==> src/hw/rtl/tdms_pkg.sv <==
package tdms_pkg;

  // operation field of an input request
  localparam logic IN_OP_ADD    = 1'b0;
  localparam logic IN_OP_REMOVE = 1'b1;

  typedef struct packed {
    logic        operation;
    logic [63:0] dep_mask;
    logic [31:0] task_handle;
    logic [5:0]  slot_id;
  } in_item_t;

  typedef enum logic [2:0] {
    KIND_GRANT = 3'd0,
    KIND_READY = 3'd1,
    KIND_DONE  = 3'd2,
    KIND_FULL  = 3'd3,
    KIND_FREE  = 3'd4
  } res_kind_t;

  typedef struct packed {
    res_kind_t   kind;
    logic [5:0]  slot_out;
    logic [31:0] handle_out;
    logic        last;
  } out_item_t;

  // decoded command handed from the front to the back
  typedef enum logic [1:0] {
    OP_ADD        = 2'd0,
    OP_REMOVE     = 2'd1,
    OP_REMOVE_BAD = 2'd2
  } cmd_op_t;

  typedef struct packed {
    cmd_op_t     op;
    logic [63:0] dep_mask;
    logic [31:0] task_handle;
    logic [5:0]  slot_id;
  } cmd_t;

  typedef enum logic [2:0] {
    ST_IDLE,
    ST_GRANT,
    ST_READY,
    ST_PICK,
    ST_EMIT_RDY,
    ST_DONE
  } back_state_t;

endpackage

==> src/hw/rtl/tdms_fifo.sv <==
module tdms_fifo #(
  parameter int DATA_BITS = 8,
  parameter int DEPTH = 2
) (
  input  logic                 clk,
  input  logic                 rst_n,
  input  logic                 push,
  output logic                 full,
  input  logic [DATA_BITS-1:0] wr_data,
  output logic                 empty,
  input  logic                 pop,
  output logic [DATA_BITS-1:0] rd_data
);

  localparam int PW = (DEPTH > 1) ? $clog2(DEPTH) : 1;
  localparam int CNTW = $clog2(DEPTH + 1);

  logic [DATA_BITS-1:0] mem_r [DEPTH];
  logic [PW-1:0]        wr_ptr_r, wr_ptr_nxt;
  logic [PW-1:0]        rd_ptr_r, rd_ptr_nxt;
  logic [CNTW-1:0]      count_r, count_nxt;
  logic                 do_push, do_pop;

  assign full    = (count_r == CNTW'(DEPTH));
  assign empty   = (count_r == '0);
  assign do_push = push && !full;
  assign do_pop  = pop && !empty;
  assign rd_data = mem_r[rd_ptr_r];

  always_comb begin
    wr_ptr_nxt = wr_ptr_r;
    rd_ptr_nxt = rd_ptr_r;
    if (do_push) begin
      wr_ptr_nxt = (wr_ptr_r == PW'(DEPTH - 1)) ? '0 : wr_ptr_r + 1'b1;
    end
    if (do_pop) begin
      rd_ptr_nxt = (rd_ptr_r == PW'(DEPTH - 1)) ? '0 : rd_ptr_r + 1'b1;
    end
    count_nxt = count_r + CNTW'(do_push) - CNTW'(do_pop);
  end

  always_ff @(posedge clk) begin
    if (!rst_n) begin
      wr_ptr_r <= '0;
      rd_ptr_r <= '0;
      count_r  <= '0;
    end else begin
      wr_ptr_r <= wr_ptr_nxt;
      rd_ptr_r <= rd_ptr_nxt;
      count_r  <= count_nxt;
    end
  end

  always_ff @(posedge clk) begin
    if (do_push) begin
      mem_r[wr_ptr_r] <= wr_data;
    end
  end

endmodule

==> src/hw/rtl/tdms_front.sv <==
module tdms_front
  import tdms_pkg::*;
#(
  parameter int SLOTS = 64,
  parameter int HANDLE_BITS = 32
) (
  input  logic     clk,
  input  logic     rst_n,
  input  logic     in_push,
  output logic     in_full,
  input  in_item_t in_item,
  output logic     cmd_empty,
  input  logic     cmd_pop,
  output cmd_t     cmd
);

  localparam int HW = (HANDLE_BITS < 32) ? HANDLE_BITS : 32;
  localparam logic [63:0] ROW_MASK = 64'((65'd1 << SLOTS) - 65'd1);
  localparam logic [31:0] HANDLE_MASK = 32'((33'd1 << HW) - 33'd1);

  cmd_t cmd_in;

  // classify the request and drop bits the table cannot hold
  always_comb begin
    cmd_in             = '0;
    cmd_in.dep_mask    = in_item.dep_mask & ROW_MASK;
    cmd_in.task_handle = in_item.task_handle & HANDLE_MASK;
    cmd_in.slot_id     = in_item.slot_id;
    if (in_item.operation == IN_OP_ADD) begin
      cmd_in.op = OP_ADD;
    end else if (7'(in_item.slot_id) >= 7'(SLOTS)) begin
      cmd_in.op = OP_REMOVE_BAD;
    end else begin
      cmd_in.op = OP_REMOVE;
    end
  end

  tdms_fifo #(
    .DATA_BITS($bits(cmd_t)),
    .DEPTH    (2)
  ) u_cmd_fifo (
    .clk    (clk),
    .rst_n  (rst_n),
    .push   (in_push),
    .full   (in_full),
    .wr_data(cmd_in),
    .empty  (cmd_empty),
    .pop    (cmd_pop),
    .rd_data(cmd)
  );

endmodule

==> config.mk <==
export PLATFORM = sky130hd
export DESIGN_NAME = tdms_front
export DESIGN_NICKNAME = d
export VERILOG_FILES = /design/src/hw/rtl/tdms_pkg.sv /design/src/hw/rtl/tdms_fifo.sv /design/src/hw/rtl/tdms_front.sv
export SDC_FILE = /design/constraint.sdc
export NUM_CORES = 1
export LEC_CHECK = 0
export BUFFER_PORTS_ARGS = -buffer_cell sky130_fd_sc_hd__buf_2
export CORE_MARGIN = 5
export CORE_UTILIZATION = 39
export DETAILED_ROUTE_END_ITERATION = 7
export PLACE_DENSITY_LB_ADDON = 0.3
export SYNTH_ARGS = -nofsm -noshare
export SYNTH_HDL_FRONTEND = slang
export SYNTH_SLANG_ARGS = --single-unit
==> constraint.sdc <==
create_clock -name clk -period 6.55 [get_ports clk]
set_clock_uncertainty 0.15 [all_clocks]
set_input_delay 0.655 -clock clk [delete_from_list [all_inputs] [get_ports clk]]
set_output_delay 0.655 -clock clk [all_outputs]
set_load 0.05 [all_outputs]
==> results of run 1 <==
-- worst reg2reg max path, cell delays in order (launching register included) --
cell and delay, ps:
dfxtp_1 370, nand2b_1 210, and3_4 640, buf_4 770
-- stage by stage --
stage	instances	setup slack, ps	hold WS [ps]
6_report	856	3100	194
2_1_floorplan	348	461	303
4_1_cts	856	3010	169
3_5_place_dp	816	3540	368
3_3_place_gp	816	3580	353
5_1_grt	856	2940	173
-- cell type report --
| cell class | count | area, sq um | area share [%] |
|---|---|---|---|
| repair buffers | 215 | 1090 | 11.2 |
| clock inverters | 9 | 68.8 | 0.709 |
| multi-input cells | 122 | 1310 | 13.5 |
| flip-flops and latches | 211 | 6290 | 64.8 |
| clock buffers | 31 | 606 | 6.24 |
| inverters | 3 | 11.3 | 0.116 |
| well taps | 265 | 332 | 3.42 |
-- worst min-delay path by stage --
stage                                    from                 endpoint  slack (ps)  cells past startpoint
after floorplan           u_cmd_fifo.wr_ptr_r      u_cmd_fifo.wr_ptr_r         300                      2
after global placement    u_cmd_fifo.wr_ptr_r      u_cmd_fifo.wr_ptr_r         350                      2
after detailed placement  u_cmd_fifo.wr_ptr_r      u_cmd_fifo.wr_ptr_r         370                      2
after CTS                         in_item[69]  u_cmd_fifo.mem_r[1][69]         170                      1
after global routing              in_item[63]  u_cmd_fifo.mem_r[0][63]         170                      1
final                             in_item[34]  u_cmd_fifo.mem_r[0][34]         190                      1
-- Yosys cell counts --
master	n	area, sq um
ha_1	2	25.0
buf_6	7	78.8
and2_1	3	18.8
edfxtp_1	206	6190
and3_1	1	6.26
mux2_2	103	1160
dfxtp_1	5	100
nand2_1	1	3.75
nand4b_1	1	8.76
nand2b_1	1	6.26
buf_2	3	15.0
buf_4	2	15.0
o21ai_0	1	5.00
nor2b_1	3	18.8
inv_1	3	11.3
conb_1	1	3.75
o21a_1	1	7.51
xnor2_1	3	26.3
nor2_1	1	3.75
-- cell families (layout without fill, tap and decap cells) --
kind of cell,after synthesis,after routing,synth area share [%]
multiplexers,103,103,15.1
AND/OR/NAND/NOR,11,11,0.861
adder cells (fa/ha/maj),2,2,0.325
XOR/XNOR,3,3,0.341
buffers and inverters,15,258,1.56
flip-flops,211,211,81.6
other,1,1,0.0487
AO/OA/AOI/OAI,2,2,0.162
-- routing by layer --
metal,GRT usage (%),up-vias,share of wire [%]
li1,-,1833,-
met4,3.98,2,2.0
met1,15.7,1933,40
met3,4.58,30,9.3
met2,21.3,150,48
met5,0,-,0.087
-- placed cells by master, fill, tap and decap left out, types with 2 or more instances in the layout --
cell	Yosys	final
buf_2	3	211
edfxtp_1	206	206
mux2_2	103	103
clkbuf_16	0	23
clkbuf_1	0	8
clkinv_1	0	4
buf_4	2	4
dfxtp_1	5	4
and2_1	3	3
inv_1	3	3
xnor2_1	3	3
clkinv_2	0	3
nor2b_1	3	2
ha_1	2	2
-- registers in the layout, summed over array words and instances, names as in the netlist, named ones only --
signal,count
u_cmd_fifo.mem_r,206
u_cmd_fifo.rd_ptr_r,1
u_cmd_fifo.count_r,2
u_cmd_fifo.wr_ptr_r,1
-- power groups by stage --
stage	clock network (mW)	logic [mW]	registers [mW]
floorplan	0	1.32	1.80
global placement	0	1.59	1.82
detailed placement	0	1.61	1.84
CTS	1.19	1.61	1.81
global route	1.25	1.67	1.82
finish	1.15	1.59	1.80
==> flow_metrics.py, run 1 <==
metrics = {
    "detailed_routing": {
        "avgViaCountPerCell": 4.61,
        "drt_iter0_drc": 139,
        "routedWlPerCell_um": 17.5,
        "route.antenna.remaining_nets": 0,
        "drc": 0,
        "via_count": 3948,
        "wirelength_um": 15000,
        "dr.pass1.iters": 6,
    },
    "pwr": {
        "sw_frac_of_total_pct": 37.6,
        "total_power_mw": 4.54,
        "internal-power_mw": 2.83,
        "seq_power_share_pct": 39.7,
        "power.density_mw_per_mm2": 469,
        "leakage_nw": 3.60,
        "peakVddDrop_mv": 0.329,
        "power_frac_comb_pct": 34.9,
        "switchingPower_mw": 1.71,
        "clkPwrFrac_pct": 25.4,
    },
    "clock_network": {
        "cts_tree": "built",
        "post_cts_resized": 0,
        "root_buffer": "clkbuf_16",
        "post_cts_buffers": 0,
        "htreeDepth": 1,
        "cts.sinks": 211,
        "clkTransAtPathRegs_ps": 60,
        "hold_buffers": 0,
        "clock_path_buffers": 3,
        "clock_latency_ps": 500,
        "cts_made_buffers": 23,
    },
    "floorplan": {
        "core_area_sq_mm": 0.0195,
        "dieArea_sq_mm": 0.0227,
        "die_width_um": 151,
        "initial_core_util_pct": 39.6,
        "dieHeight_um": 151,
        "rows": 51,
        "num_io_pins": 213,
    },
    "timing": {
        "fin_tns_setup_ps": 0,
        "tightestPinTransition_ps": 832,
        "slew_headroom_pct": 44.6,
        "min_period_ps": 3450,
        "max_freq_mhz": 290,
        "finalSetupViolations": 0,
        "rsz0062_at_grt": "no",
        "drv_slew": 0,
        "hold_viol": 0,
        "period_share_pct": 52.7,
    },
    "run": {
        "maxCapViolations": 0,
    },
    "setup_path": {
        "cp_num_cells": 3,
        "crit_chain": "buf_4, mux2_2, buf_2",
        "crit_path_end": "cmd[81]",
        "cp_slowest_cell": "dfxtp_4",
        "arrival_ps": 2650,
        "cp-end-kind": "output port",
        "r2r_setup_slack_ps": 3970,
        "critical-path-top-delay-family": "buffers and inverters",
        "reg2reg_to": "u_cmd_fifo.mem_r[1][19]",
        "start_kind": "flop",
        "crit_type": "flop to output port",
        "r2r_start": "u_cmd_fifo.count_r[0]",
        "slowest_delay_ps": 730,
        "critical_path.max_fanout": 58,
        "worstPathRequired_ps": 5740,
        "reg2reg_depth": 3,
        "path_buf_inv": 2,
    },
    "global_route": {
        "track_usage_pct": 12.8,
        "first_global_vias": 4463,
        "grt_pass1_wl_um": 22900,
        "overflow": 0,
        "grt_start_max_net_pins": 59,
        "antenna_found_initial": 1,
    },
    "yosys": {
        "yosysUniqueCellTypes": 19,
        "postSynthAreaPerCell_sq_um": 22.1,
        "yosysSeqAreaShare_pct": 81.6,
        "synth_cells": 348,
        "ys_seq_elements": 211,
        "yosysWarningCount": 0,
        "syn-cell-area_sq_mm": 0.00770,
        "synth.net_count": 457,
    },
    "placed_design": {
        "hpwl_um": 9910,
        "place.gp.congestion": 0.712,
        "postPlaceCellArea_sq_mm": 0.00902,
        "portBuffers": 211,
    },
    "layout": {
        "final_core_util_pct": 49.8,
        "syn2layout_area_growth_pct": 26.0,
        "fillers": 1647,
        "num_antenna_cells": 0,
        "num-nets-final": 685,
        "drive_gt1_share_pct": 59.1,
        "final_cell_area_sq_mm": 0.00970,
    },
    "worst_hold_path": {
        "hold_class": "primary input to flop",
    },
    "run_status": {
        "status": "completed",
    },
}
(Power assumes the default switching activity.)
==> run 2: changes to the inputs <==
==> constraint.sdc (replaced) <==
create_clock -name clk -period 3 [get_ports clk]
set_clock_uncertainty 0.15 [all_clocks]
set_input_delay 0.3 -clock clk [delete_from_list [all_inputs] [get_ports clk]]
set_output_delay 0.3 -clock clk [all_outputs]
set_load 0.05 [all_outputs]
==> run 2 against run 1 <==
Combinational power increased by 130%. Worst hold slack worse by 84 ps. Sequential share of layout area decreased by 6.6 points. Non-clock buffer count up 107. Global-route usage up 0.72 points. Final cell count up 13%. Cell area rose by 11%. Register-to-register slack lost 3100 ps. Sequential cell count is the same. Count of clock-buffer cells in the layout increased by 2. Total power grew 120%.
==> flow_metrics.py, run 2 (same netlist as run 1, synthesis figures left out) <==
metrics = {
    "run_status": {
        "status": "completed",
    },
    "clock_network": {
        "post_cts_resized": 0,
        "clkTransAtPathRegs_ps": 60,
        "clock_latency_ps": 490,
        "root_buffer": "clkbuf_16",
        "cts_made_buffers": 22,
        "htreeDepth": 1,
        "clock_path_buffers": 3,
        "cts_tree": "built",
        "cts.sinks": 211,
    },
    "worst_hold_path": {
        "hp-start": "cmd_pop",
        "hold_path_end": "u_cmd_fifo.rd_ptr_r",
        "hold_class": "primary input to flop",
        "worstHoldPathCells": 4,
    },
    "pwr": {
        "leakage_nw": 4.05,
        "peakVddDrop_mv": 0.653,
        "total_power_mw": 10.1,
        "power.density_mw_per_mm2": 935,
    },
    "floorplan": {
        "num_io_pins": 213,
        "dieArea_sq_mm": 0.0227,
        "initial_core_util_pct": 39.6,
        "rows": 51,
        "dieHeight_um": 151,
        "die_width_um": 151,
        "core_area_sq_mm": 0.0195,
    },
    "detailed_routing": {
        "avgViaCountPerCell": 4.50,
        "wirelength_um": 16000,
        "routedWlPerCell_um": 16.6,
        "dr.pass1.iters": 4,
        "drc": 0,
        "via_count": 4338,
        "drt_iter0_drc": 200,
        "route.antenna.remaining_nets": 0,
    },
    "setup_path": {
        "worstPathRequired_ps": 2550,
        "reg2reg_depth": 4,
        "r2r_start": "u_cmd_fifo.count_r[0]",
        "arrival_ps": 2060,
        "cp-end-kind": "output port",
        "r2r_setup_slack_ps": 900,
        "reg2reg_to": "u_cmd_fifo.mem_r[0][49]",
        "critical_path.max_fanout": 31,
        "crit_type": "flop to output port",
        "start_kind": "flop",
    },
    "layout": {
        "drive_gt1_share_pct": 50.3,
        "syn2layout_area_growth_pct": 40.2,
        "layout_common_cells": "211 x buf_2, 206 x edfxtp_1, 105 x dlygate4sd3_1, 103 x mux2_2, 23 x clkbuf_16",
        "fillers": 1493,
        "num_antenna_cells": 0,
        "max_flop_register": "u_cmd_fifo.mem_r",
        "largest_reg_flops": 206,
        "final_core_util_pct": 55.5,
        "num-nets-final": 791,
        "reg_top3": "u_cmd_fifo.mem_r (206), u_cmd_fifo.count_r (2)",
        "final_common_cell": "buf_2",
    },
    "timing": {
        "rsz0062_at_grt": "no",
        "max_freq_mhz": 399,
        "fin_tns_setup_ps": 0,
        "period_share_pct": 83.5,
        "hold_viol": 0,
        "min_period_ps": 2510,
        "drv_slew": 0,
        "slew_headroom_pct": 46.4,
        "tightestPinTransition_ps": 804,
        "finalSetupViolations": 0,
    },
    "run": {
        "maxCapViolations": 0,
    },
    "global_route": {
        "antenna_found_initial": 0,
        "track_usage_pct": 13.5,
        "overflow": 0,
        "first_global_vias": 4797,
        "grt_pass1_wl_um": 24300,
        "grt_start_max_net_pins": 58,
    },
    "placed_design": {
        "portBuffers": 211,
        "place.gp.congestion": 0.724,
        "hpwl_um": 10000,
    },
}
## run 2: cell count changes in the layout (fill, tap and decap cells not counted)
cell	change
clkinv_1	-1
inv_6	-1
clkbuf_8	+1
dlygate4sd3_1	+105
buf_12	+2
clkbuf_1	+1
## run 2: per-stage QoR
step                      hold slack, ps  setup slack [ps]  instance area, sq um  cells
final                                110               495                 10800    963
after global routing                 154               406                 10800    963
after CTS                           98.1               456                 10800    963
after detailed placement             341               907                  9060    818
after global placement               337              1020                  9060    818
after floorplan                      249               198                  7710    348
## run 2: power by group
group,switching (mW),internal (mW)
combinational,2.61,1.06
clock,1.03,1.52
sequential,0.136,3.75
total,3.77,6.32
## run 2: worst max-delay path by stage
stage          cells after the start                 endpoint  slack, ps
3_3_place_gp                       3                  cmd[51]       1020
2_1_floorplan                      3   u_cmd_fifo.mem_r[0][0]        200
5_1_grt                            3                  cmd[29]        410
3_5_place_dp                       4  u_cmd_fifo.mem_r[0][42]        910
6_report                           3                  cmd[51]        490
4_1_cts                            3                  cmd[51]        460
## run 2: what timing repair did
item	in CTS	in global routing
hold buffers	105	0
hold endpoints to repair	211	0
setup buffers	0	0
## run 2: layer usage
metal  track usage, %  up-vias  share of wire, %
met4             2.88        0               1.5
met1             15.9     2101                40
li1                 -     2044                 -
met3             4.18       18               8.6
met2             24.4      175                50
met5                0        -                 0
## run 2: area by class of cell
| class | count | area (sq um) | area share [%] |
|---|---|---|---|
| Sequential cell | 211 | 6290 | 58.3 |
| Timing Repair Buffer | 322 | 2180 | 20.2 |
| Multi-Input combinational cell | 122 | 1310 | 12.1 |
| Clock buffer | 33 | 623 | 5.77 |
| Tap cell | 265 | 332 | 3.07 |
| Clock inverter | 7 | 56.3 | 0.522 |
| Inverter | 3 | 11.3 | 0.104 |
## run 2: worst max-delay path: stages, from the launching register on
cell     delay [ps]
dfxtp_4         500
buf_4           420
mux2_2          390
buf_2           210
