===== src/hw/rtl/tdms_fifo.sv =====
module tdms_fifo #(
  parameter int DATA_BITS = 8,
  parameter int DEPTH = 2
) (
  input  logic                 clk,
  input  logic                 rst_n,
  input  logic                 push,
  output logic                 full,
  input  logic [DATA_BITS-1:0] wr_data,
  output logic                 empty,
  input  logic                 pop,
  output logic [DATA_BITS-1:0] rd_data
);

  localparam int PW = (DEPTH > 1) ? $clog2(DEPTH) : 1;
  localparam int CNTW = $clog2(DEPTH + 1);

  logic [DATA_BITS-1:0] mem_r [DEPTH];
  logic [PW-1:0]        wr_ptr_r, wr_ptr_nxt;
  logic [PW-1:0]        rd_ptr_r, rd_ptr_nxt;
  logic [CNTW-1:0]      count_r, count_nxt;
  logic                 do_push, do_pop;

  assign full    = (count_r == CNTW'(DEPTH));
  assign empty   = (count_r == '0);
  assign do_push = push && !full;
  assign do_pop  = pop && !empty;
  assign rd_data = mem_r[rd_ptr_r];

  always_comb begin
    wr_ptr_nxt = wr_ptr_r;
    rd_ptr_nxt = rd_ptr_r;
    if (do_push) begin
      wr_ptr_nxt = (wr_ptr_r == PW'(DEPTH - 1)) ? '0 : wr_ptr_r + 1'b1;
    end
    if (do_pop) begin
      rd_ptr_nxt = (rd_ptr_r == PW'(DEPTH - 1)) ? '0 : rd_ptr_r + 1'b1;
    end
    count_nxt = count_r + CNTW'(do_push) - CNTW'(do_pop);
  end

  always_ff @(posedge clk) begin
    if (!rst_n) begin
      wr_ptr_r <= '0;
      rd_ptr_r <= '0;
      count_r  <= '0;
    end else begin
      wr_ptr_r <= wr_ptr_nxt;
      rd_ptr_r <= rd_ptr_nxt;
      count_r  <= count_nxt;
    end
  end

  always_ff @(posedge clk) begin
    if (do_push) begin
      mem_r[wr_ptr_r] <= wr_data;
    end
  end

endmodule


===== config.mk =====
export PLATFORM = sky130hd
export DESIGN_NAME = tdms_fifo
export DESIGN_NICKNAME = d
export VERILOG_FILES = /design/src/hw/rtl/tdms_fifo.sv
export SDC_FILE = /design/constraint.sdc
export NUM_CORES = 1
export LEC_CHECK = 0
export ABC_AREA = 1
export BUFFER_PORTS_ARGS = -buffer_cell sky130_fd_sc_hd__buf_4
export CORE_ASPECT_RATIO = 1.4
export CORE_MARGIN = 2
export CORE_UTILIZATION = 40
export DETAILED_ROUTE_END_ITERATION = 10
export GPL_TIMING_DRIVEN = 0
export HOLD_SLACK_MARGIN = 0.03
export MAX_ROUTING_LAYER = met4
export PLACE_DENSITY = 0.73
export SYNTH_ARGS = -nofsm -noshare
export SYNTH_HDL_FRONTEND = slang
export SYNTH_SLANG_ARGS = --single-unit
export TNS_END_PERCENT = 30

===== constraint.sdc =====
create_clock -name clk -period 2.62 [get_ports clk]
set_input_delay 0 -clock clk [delete_from_list [all_inputs] [get_ports clk]]
set_output_delay 0 -clock clk [all_outputs]
set_load 0.02 [all_outputs]

==> run metrics, run 1 <==
Nets 114; htree depth 1; largest net degree at the start of global routing 12; grt ovf 0; total wire length 1.39 mm; DRT Pass-1 Iters 4; Die Y between 50 and 60 um; leakage 0.527 nW; final std cells w/o fill 120; Worst Hold Class input port to register; Horiz. Die Dim approximately 43 um; post-CTS sizing 0; DRC viols 0; Post-Syn Area 865 um^2; Placer Congestion ~0.69; clk_skew approximately 9.1 ps; TritonCTS buffer count 3; Mapped Cells 63; Synth cell types 11; PD cells 872 nW/um^2; input/output buffers 21; outcome finished clean; vias roughly 550; DR vias/cell roughly 4.6; startpoint types register; Synth Register Bits 21; antenna violations before repair 0; CTS Root Cell clkbuf_4; initial drt markers 5; worst-case clock buffer depth 2; Final Max Tran Viols 0; Std-Cell Rows 19; Final min period ~1600 ps; setup repair after global routing missed its margin false; critical-path maximum fanout 4; area growth from synthesis to final layout 37.0%; final core utilization 59.3%; Req. time, crit path 2820 ps; CP arrival ~1800 ps; Post-Syn Nets 77; clk slew on worst S/H paths 110 ps; Synth Area per Inst between 10 and 15 um^2; global-route wire length before repair 2.13 mm; vias in the first global route 546; ANT cells 0; clk_lat worst skew 290 ps; worst rel slew slack 53.7%; DRT antenna net count 0; MaxCap Viol Count 0; Synth Warn # 0; Fill cells 166; slack of the worst reg-to-reg path 1060 ps; routed len/inst 11.6 um; CTS tree yes; highest clock rate between 600 and 700 MHz; HPWL after DPL just under 1 mm; Hold Violations, Final 0; # setup viols final 0; Die ar. 2550 um^2; Fin Hold WS 430 ps; Setup Fix Bufs, Post-CTS 0; VDD IR-drop max 0.512 mV; Slew @ Worst Pin 692 ps; critical setup path kind register to register; sequential share of the synthesized area roughly two thirds; core outline area ~2000 um^2; dpl cells 105; clk sinks 21; I/O pin count 22; fin crit share 59.6%; Crit. End Element register; aggregate global-route resource usage a little under an eighth; Initial Util between 40 and 50%; post-route setup TNS 0 ps; layout cell share with drive strength beyond 1 35.4%
[power by group]
group | total (W) | internal (W) | switching, W
Sequential | 0.000457 | 0.000429 | 0.0000287
Clock | 0.000149 | 0.0000591 | 0.0000894
Combinational | 0.000427 | 0.000206 | 0.000222
Total | 0.00103 | 0.000693 | 0.000340
[cells by family (layout without fill, tap and decap cells)]
group                      Yosys count  count (layout)  synth area share [%]
adders and majority gates            2               2                  2.89
and+or+nand+nor                     20              20                  9.69
AOI/OAI and AO/OA                    2               2                  1.16
buffers and inverters               10              46                  5.21
muxes                                8               8                  13.9
DFF                                 21              21                  67.1
[worst paths after layout]
check	startpoint	end	cells after the start
worst min register to register	wr_ptr_r$_SDFFE_PN0N_	wr_ptr_r$_SDFFE_PN0N_	2
worst min-delay path	wr_data[5]	mem_r[1][5]$_DFFE_PP_	2
worst max register to register	count_r[0]$_SDFF_PN0_	count_r[1]$_SDFF_PN0_	10
worst max-delay path	count_r[0]$_SDFF_PN0_	count_r[1]$_SDFF_PN0_	10
[Yosys cell counts]
master	number	area share (%)
nand3_1	3	1.7
mux2_4	8	14
nor2_1	6	2.6
buf_6	1	1.3
edfxtp_1	16	56
nor2_2	2	1.4
inv_1	9	3.9
ha_1	2	2.9
a21oi_1	2	1.2
nand2_1	9	3.9
dfxtp_1	5	12
[critical path, stage by stage (launching register included)]
cell	delay, ps
dfxtp_1	390
inv_1	70
nand2_1	110
nand2_1	100
ha_1	280
inv_1	40
ha_1	190
inv_1	60
nand2_1	60
a21oi_1	140
nor2_1	60
[per-stage QoR]
step / cell area [um^2] / worst slack, ps / power, W
after global placement: 1050 / 1100 / 0.000871
after CTS: 1180 / 1030 / 0.00104
after global routing: 1180 / 947 / 0.00109
final: 1180 / 1060 / 0.00103
after detailed placement: 1050 / 1040 / 0.000883
after floorplan: 865 / 1130 / 0.000748
[metal layers]
| metal | track usage (%) | vias up | part of all wire [%] |
|---|---|---|---|
| li1 | - | 284 | - |
| met1 | 12.3 | 247 | 40 |
| met2 | 20.7 | 16 | 54 |
| met3 | 1.83 | 2 | 4.5 |
| met4 | 6.49 | 0 | 0.72 |
| met5 | - | - | 0 |
[flip-flops by register name (all words and copies together) (netlist names), named ones only]
signal and cells:
count_r 2, mem_r 16, rd_ptr_r 1, wr_ptr_r 1
[layout make-up]
type	instances	area (um^2)	share of cell area [%]
flip-flops and latches	21	581	49.0
repair buffers	32	268	22.6
multi-input cells	32	239	20.2
inverters	9	33.8	2.85
clock buffers	4	26.3	2.22
well taps	21	26.3	2.22
plain buffers	1	11.3	0.950
[cells in the final DEF (no fill, tap or decap), types with 3 or more instances in the layout]
cell type	instances
clkbuf_4	3
edfxtp_1	16
buf_4	21
mux2_4	8
nor2_1	6
nand2_1	9
nand3_1	3
dfxtp_1	5
inv_1	9
dlygate4sd3_1	11
[what timing repair did]
item                                   4_1_cts  5_1_grt
endpoints found under the hold margin       21        0
hold buffers                                11        0
setup endpoints to repair                    0        0
(Power assumes the default switching activity.)
==> inputs of run 2 (changes only) <==
Clock period 2.62 ns to 1.6 ns, I/O delays scaled along.
==> run 2 against run 1 <==
Combinational power grew 66%. Sequential cell count is the same. Clock-buffer cell count is the same. Critical endpoint unchanged. Worst setup slack lost 950 ps. Cell count is the same. Cell area grew 0.32%.
==> run metrics, run 2 (synthesized netlist as in run 1, its figures left out) <==
outcome finished clean (unchanged); htree depth 1 (unchanged); worst rel slew slack 53.7% (about the same); total wire length 1.41 mm (was 1.39 mm); Slew @ Worst Pin 692 ps (about the same); initial drt markers 5 (unchanged); Final min period 1490 ps (was 1560 ps); CTS Root Cell clkbuf_4 (unchanged); HPWL after DPL 964 um (unchanged); grt ovf 0 (unchanged); DRC viols 0 (unchanged); CTS tree yes (unchanged); worst-case clock buffer depth 2 (unchanged); CP Buf/Inv Count 3 (unchanged); ANT cells 0 (unchanged); PD cells 1430 nW/um^2 (was 872 nW/um^2); global-route wire length before repair 2.13 mm (unchanged); Post-DP Area 1050 um^2 (unchanged); Initial Util 43.3% (unchanged); largest net degree at the start of global routing 12 (unchanged); Int Pwr 0.00114 W (was 0.000693 W); MaxCap Viol Count 0 (unchanged); core outline area 2000 um^2 (unchanged); Fill cells 166 (unchanged); DR vias/cell 4.58 (unchanged); Worst Hold Class input port to register (unchanged); Std-Cell Rows 19 (unchanged); clk sinks 21 (unchanged); vias in the first global route 546 (unchanged); TritonCTS buffer count 3 (unchanged); # setup viols final 0 (unchanged); met2 Use GR 20.7% (unchanged); CP arrival 1700 ps (was 1760 ps); combinational share of power 41.5% (was 41.4%); met1 Use GR 12.3% (unchanged); layout cell share with drive strength beyond 1 37.4% (was 35.4%); proportion of power drawn by the clock network 14.3% (was 14.4%); most common cell after layout, fill and taps aside buf_4 (unchanged); highest clock rate 669 MHz (was 640 MHz); Req. time, crit path 1800 ps (was 2820 ps); Reg power frac 44.3% (about the same); slowest stage delay, CP 360 ps (was 390 ps); slowest library cell on the worst path dfxtp_2 (was dfxtp_1); number of flip-flops in the largest register 16 (unchanged); CP Cell Sequence inv_1 -> nand2_2 -> nand2_1 -> ha_1 -> inv_1 -> ha_1 -> inv_1 -> nand2_1 -> a21oi_1 -> nor2_1 (was inv_1 -> nand2_1 -> nand2_1 -> ha_1 -> inv_1 -> ha_1 -> inv_1 -> nand2_1 -> a21oi_1 -> nor2_1); clk slew on worst S/H paths 110 ps (about the same); critical setup path kind register to register (unchanged); area of the multi-input gates 241 um^2 (was 239 um^2); vias 549 (unchanged); leakage 0.527 nW (about the same); busiest layer in global routing met2 (unchanged); VDD IR-drop max 0.840 mV (was 0.512 mV); Nets 114 (unchanged); DRT antenna net count 0 (unchanged); critical-path maximum fanout 4 (unchanged); Die ar. 2550 um^2 (unchanged); aggregate global-route resource usage 11.7% (unchanged); cell mode on critical path inv_1; Most flops, register mem_r (unchanged); Die Y 59.0 um (unchanged); routing usage on met3 1.83% (unchanged); setup repair after global routing missed its margin false (unchanged); post-route setup TNS 0 ps (unchanged); delay-heaviest family, CP adder cells (unchanged); Switching Power 0.000564 W (was 0.000340 W); clk_lat worst skew 290 ps (about the same); Placer Congestion 0.691 (unchanged); Hold Violations, Final 0 (unchanged); I/O pin count 22 (unchanged); total power 0.00171 W (was 0.00103 W); clk_skew 9.28 ps (was 9.13 ps); area growth from synthesis to final layout 37.5% (was 37.0%); Net Sw Frac 33.1% (was 32.9%); startpoint types register (unchanged); Final Max Tran Viols 0 (unchanged); Finished Cell Area 1190 um^2 (was 1180 um^2); routed len/inst 11.7 um (was 11.6 um); Largest regs mem_r x16, count_r x2 (unchanged); input/output buffers 21 (unchanged); Setup Fix Bufs, Post-CTS 0 (unchanged); antenna violations before repair 0 (unchanged); fin crit share 93.4% (was 59.6%); DRT Pass-1 Iters 4 (unchanged); Horiz. Die Dim 43.3 um (unchanged); Crit. End Element register (unchanged); Reg area 582 um^2 (was 581 um^2); commonest non-fill, non-tap cells in the layout buf_4, edfxtp_1, dlygate4sd3_1 (unchanged)
## run 2: worst reg2reg max path, cell delays in order (launching register included)
cell and delay [ps]:
dfxtp_2 360, inv_1 70, nand2_2 80, nand2_1 80, ha_1 280, inv_1 40, ha_1 190, inv_1 60
nand2_1 60, a21oi_1 140, nor2_1 60
## run 2: final timing paths
check	start	end	slack, ps	cells after the start
worst max register to register	count_r[0]$_SDFF_PN0_	count_r[1]$_SDFF_PN0_	110	10
worst max-delay path	count_r[0]$_SDFF_PN0_	count_r[1]$_SDFF_PN0_	110	10
worst min register to register	wr_ptr_r$_SDFFE_PN0N_	wr_ptr_r$_SDFFE_PN0N_	530	2
worst min-delay path	wr_data[5]	mem_r[1][5]$_DFFE_PP_	430	2
## run 2: power groups by stage
stage          Sequential [W]  Clock (W)  Combinational (W)
2_1_floorplan        0.000750          0           0.000474
3_3_place_gp         0.000756          0           0.000670
3_5_place_dp         0.000761          0           0.000686
4_1_cts              0.000749   0.000245           0.000708
5_1_grt              0.000763   0.000269           0.000766
6_report             0.000755   0.000243           0.000707
## run 2: metrics by stage
stage	hold slack, ps	setup slack (ps)	util [%]	instances
2_1_floorplan	93.5	107	-	63
6_report	430	106	59.5	120
3_5_place_dp	189	23.6	52.5	105
5_1_grt	429	2.38	59.5	120
3_3_place_gp	186	77.6	52.5	105
4_1_cts	429	10.6	59.3	120
## run 2: repair_timing
item                                   in CTS  in global routing
setup endpoints to repair                   0                  9
hold buffers                               11                  0
endpoints found under the hold margin      21                  0
resized for setup                           0                  2
## run 2: cell type report
cell class / instances / share of cell area, %
inverters: 9 / 2.84
clock buffers: 4 / 2.21
plain buffers: 1 / 0.947
well taps: 21 / 2.21
flip-flops and latches: 21 / 48.9
multi-input cells: 32 / 20.3
repair buffers: 32 / 22.5
## run 2: per-layer routing
layer / vias to the layer above / wire length [um] / part of all wire (%)
li1: 285 / - / -
met1: 246 / 566 / 40
met2: 16 / 769 / 55
met3: 2 / 62 / 4.4
met4: 0 / 10 / 0.71
met5: - / 0 / 0
==> inputs of run 3 (changes only) <==
Settings changed: GPL_TIMING_DRIVEN 0 to default.
==> run 3 against run 2 <==
Sequential cell count is the same. Clock skew shrank 7.4 ps. Clock-buffer cell count is the same. Combinational power shrank 5.2%. Sequential share of layout area grew 0.15 points. Register-to-register slack is essentially flat. Global-route usage grew 1.0 points. Cell area shrank 0.32%. Via count grew 2.9%. First-iteration DRC count grew 140%. Sequential power grew 3.3%. Utilization shrank 0.19 points.
==> run metrics, run 3 (synthesized netlist as in run 1, its figures left out) <==
worst rel slew slack 68.0% (was 53.7%); Reg area 582 um^2 (unchanged); Worst Hold Class input port to register (unchanged); I/O pin count 22 (unchanged); Worst Setup Slack, final 117 ps (was 106 ps); highest clock rate 674 MHz (was 669 MHz); input/output buffers 21 (unchanged); Nets 114 (unchanged); ANT cells 0 (unchanged); Die ar. 2550 um^2 (unchanged); Hold Violations, Final 0 (unchanged); Hold Path End mem_r[1][2]$_DFFE_PP_ (was mem_r[1][5]$_DFFE_PP_); total power 0.00169 W (was 0.00171 W); vias 565 (was 549); vias in the first global route 569 (was 546); Slew @ Worst Pin 480 ps (was 692 ps); clk slew on worst S/H paths 100 ps (was 110 ps); antenna violations before repair 0 (unchanged); CTS tree yes (unchanged); TritonCTS buffer count 3 (unchanged); aggregate global-route resource usage 12.8% (was 11.7%); clk_skew 1.89 ps (was 9.28 ps); layout cell share with drive strength beyond 1 37.4% (unchanged); Placer Congestion 0.668 (was 0.691); routed len/inst 11.8 um (was 11.7 um); largest net degree at the start of global routing 12 (unchanged); Placement Setup Slack 47.8 ps (was 23.6 ps); # setup viols final 0 (unchanged); Crit. End Element register (unchanged); htree depth 1 (unchanged); total wire length 1.42 mm (was 1.41 mm); VDD IR-drop max 0.816 mV (was 0.840 mV); HPWL after DPL 1.01 mm (was 964 um); commonest non-fill, non-tap cells in the layout buf_4, edfxtp_1, dlygate4sd3_1 (unchanged); Std-Cell Rows 19 (unchanged); post-route setup TNS 0 ps (unchanged); clk sinks 21 (unchanged); global-route wire length before repair 2.24 mm (was 2.13 mm); area growth from synthesis to final layout 37.0% (was 37.5%); DRT antenna net count 0 (unchanged); Hold Crit Depth 2 (unchanged); Final Max Tran Viols 0 (unchanged); Horiz. Die Dim 43.3 um (unchanged); Die Y 59.0 um (unchanged); Fill cells 179 (was 166); CTS Root Cell clkbuf_4 (unchanged); fin crit share 92.7% (was 93.4%); R2R cell count 10 (unchanged); worst-case clock buffer depth 2 (unchanged); grt ovf 0 (unchanged); Worst R2R End count_r[1]$_SDFF_PN0_ (unchanged); Setup Fix Bufs, Post-CTS 0 (unchanged); initial drt markers 12 (was 5); Req. time, crit path 1790 ps (was 1800 ps); Initial Util 43.3% (unchanged); CP arrival 1680 ps (was 1700 ps); Hold Path Origin wr_data[2] (was wr_data[5]); MaxCap Viol Count 0 (unchanged); leakage 0.526 nW (was 0.527 nW); outcome finished clean (unchanged); critical-path maximum fanout 4 (unchanged); critical setup path kind register to register (unchanged); Final min period 1480 ps (was 1490 ps); slack of the worst reg-to-reg path 120 ps (was 110 ps); Most flops, register mem_r (unchanged); startpoint types register (unchanged); core outline area 2000 um^2 (unchanged); clk_lat worst skew 290 ps (about the same); worst r2r src count_r[0]$_SDFF_PN0_ (unchanged); DRT Pass-1 Iters 4 (unchanged); most common cell after layout, fill and taps aside buf_4 (unchanged); DRC viols 0 (unchanged); PD cells 1430 nW/um^2 (about the same); number of flip-flops in the largest register 16 (unchanged); area of the multi-input gates 241 um^2 (unchanged); DR vias/cell 4.71 (was 4.58); Largest regs mem_r x16, count_r x2 (unchanged)
[run 3: cell count changes in the layout (fill, tap and decap cells not counted)]
cell / change
buf_4: +1
buf_6: -1
[run 3: worst max-delay path by stage]
stage          slack (ps)                  start               endpoint  cells past startpoint
2_1_floorplan         110  count_r[1]$_SDFF_PN0_  count_r[1]$_SDFF_PN0_                      9
3_3_place_gp          110  count_r[0]$_SDFF_PN0_  count_r[1]$_SDFF_PN0_                     10
3_5_place_dp           50  count_r[0]$_SDFF_PN0_  count_r[1]$_SDFF_PN0_                     10
4_1_cts                40  count_r[0]$_SDFF_PN0_  count_r[1]$_SDFF_PN0_                     10
5_1_grt             -0.05  count_r[0]$_SDFF_PN0_  count_r[1]$_SDFF_PN0_                     10
6_report              120  count_r[0]$_SDFF_PN0_  count_r[1]$_SDFF_PN0_                     10
[run 3: area by class of cell]
class	count	area share, %
Clock buffer	4	2.22
Sequential cell	21	49.1
Inverter	9	2.85
Timing Repair Buffer	33	23.2
Multi-Input combinational cell	32	20.4
Tap cell	21	2.22
[run 3: power breakdown]
part           switching (W)  internal [W]
clock network       0.000144     0.0000969
registers          0.0000758      0.000704
logic               0.000337      0.000333
[run 3: stage by stage]
step / utilization (%) / cells / area, um^2 / hold WS (ps)
after detailed placement: 52.3 / 105 / 1040 / 190
final: 59.3 / 120 / 1180 / 435
after CTS: 59.1 / 120 / 1180 / 426
after global placement: 52.3 / 105 / 1040 / 186
after global routing: 59.3 / 120 / 1180 / 420
after floorplan: - / 63 / 865 / 93.5
[run 3: metal layers]
layer / global-route usage, % / wire, um
met2: 22.8 / 771
met1: 12.0 / 541
met5: - / 0
met4: 9.09 / 33
met3: 2.13 / 69
[run 3: critical path, stage by stage (launching register included)]
cell     delay (ps)
dfxtp_2         360
inv_1            60
nand2_2          80
nand2_1          70
ha_1            270
inv_1            40
ha_1            180
inv_1            50
nand2_1          60
a21oi_1         160
nor2_1           60
[run 3: repair_timing]
| action | CTS | global route |
|---|---|---|
| hold endpoints to repair | 21 | 0 |
| setup endpoints to repair | 0 | 1 |
| resized for setup | 0 | 2 |
| hold buffers | 11 | 0 |
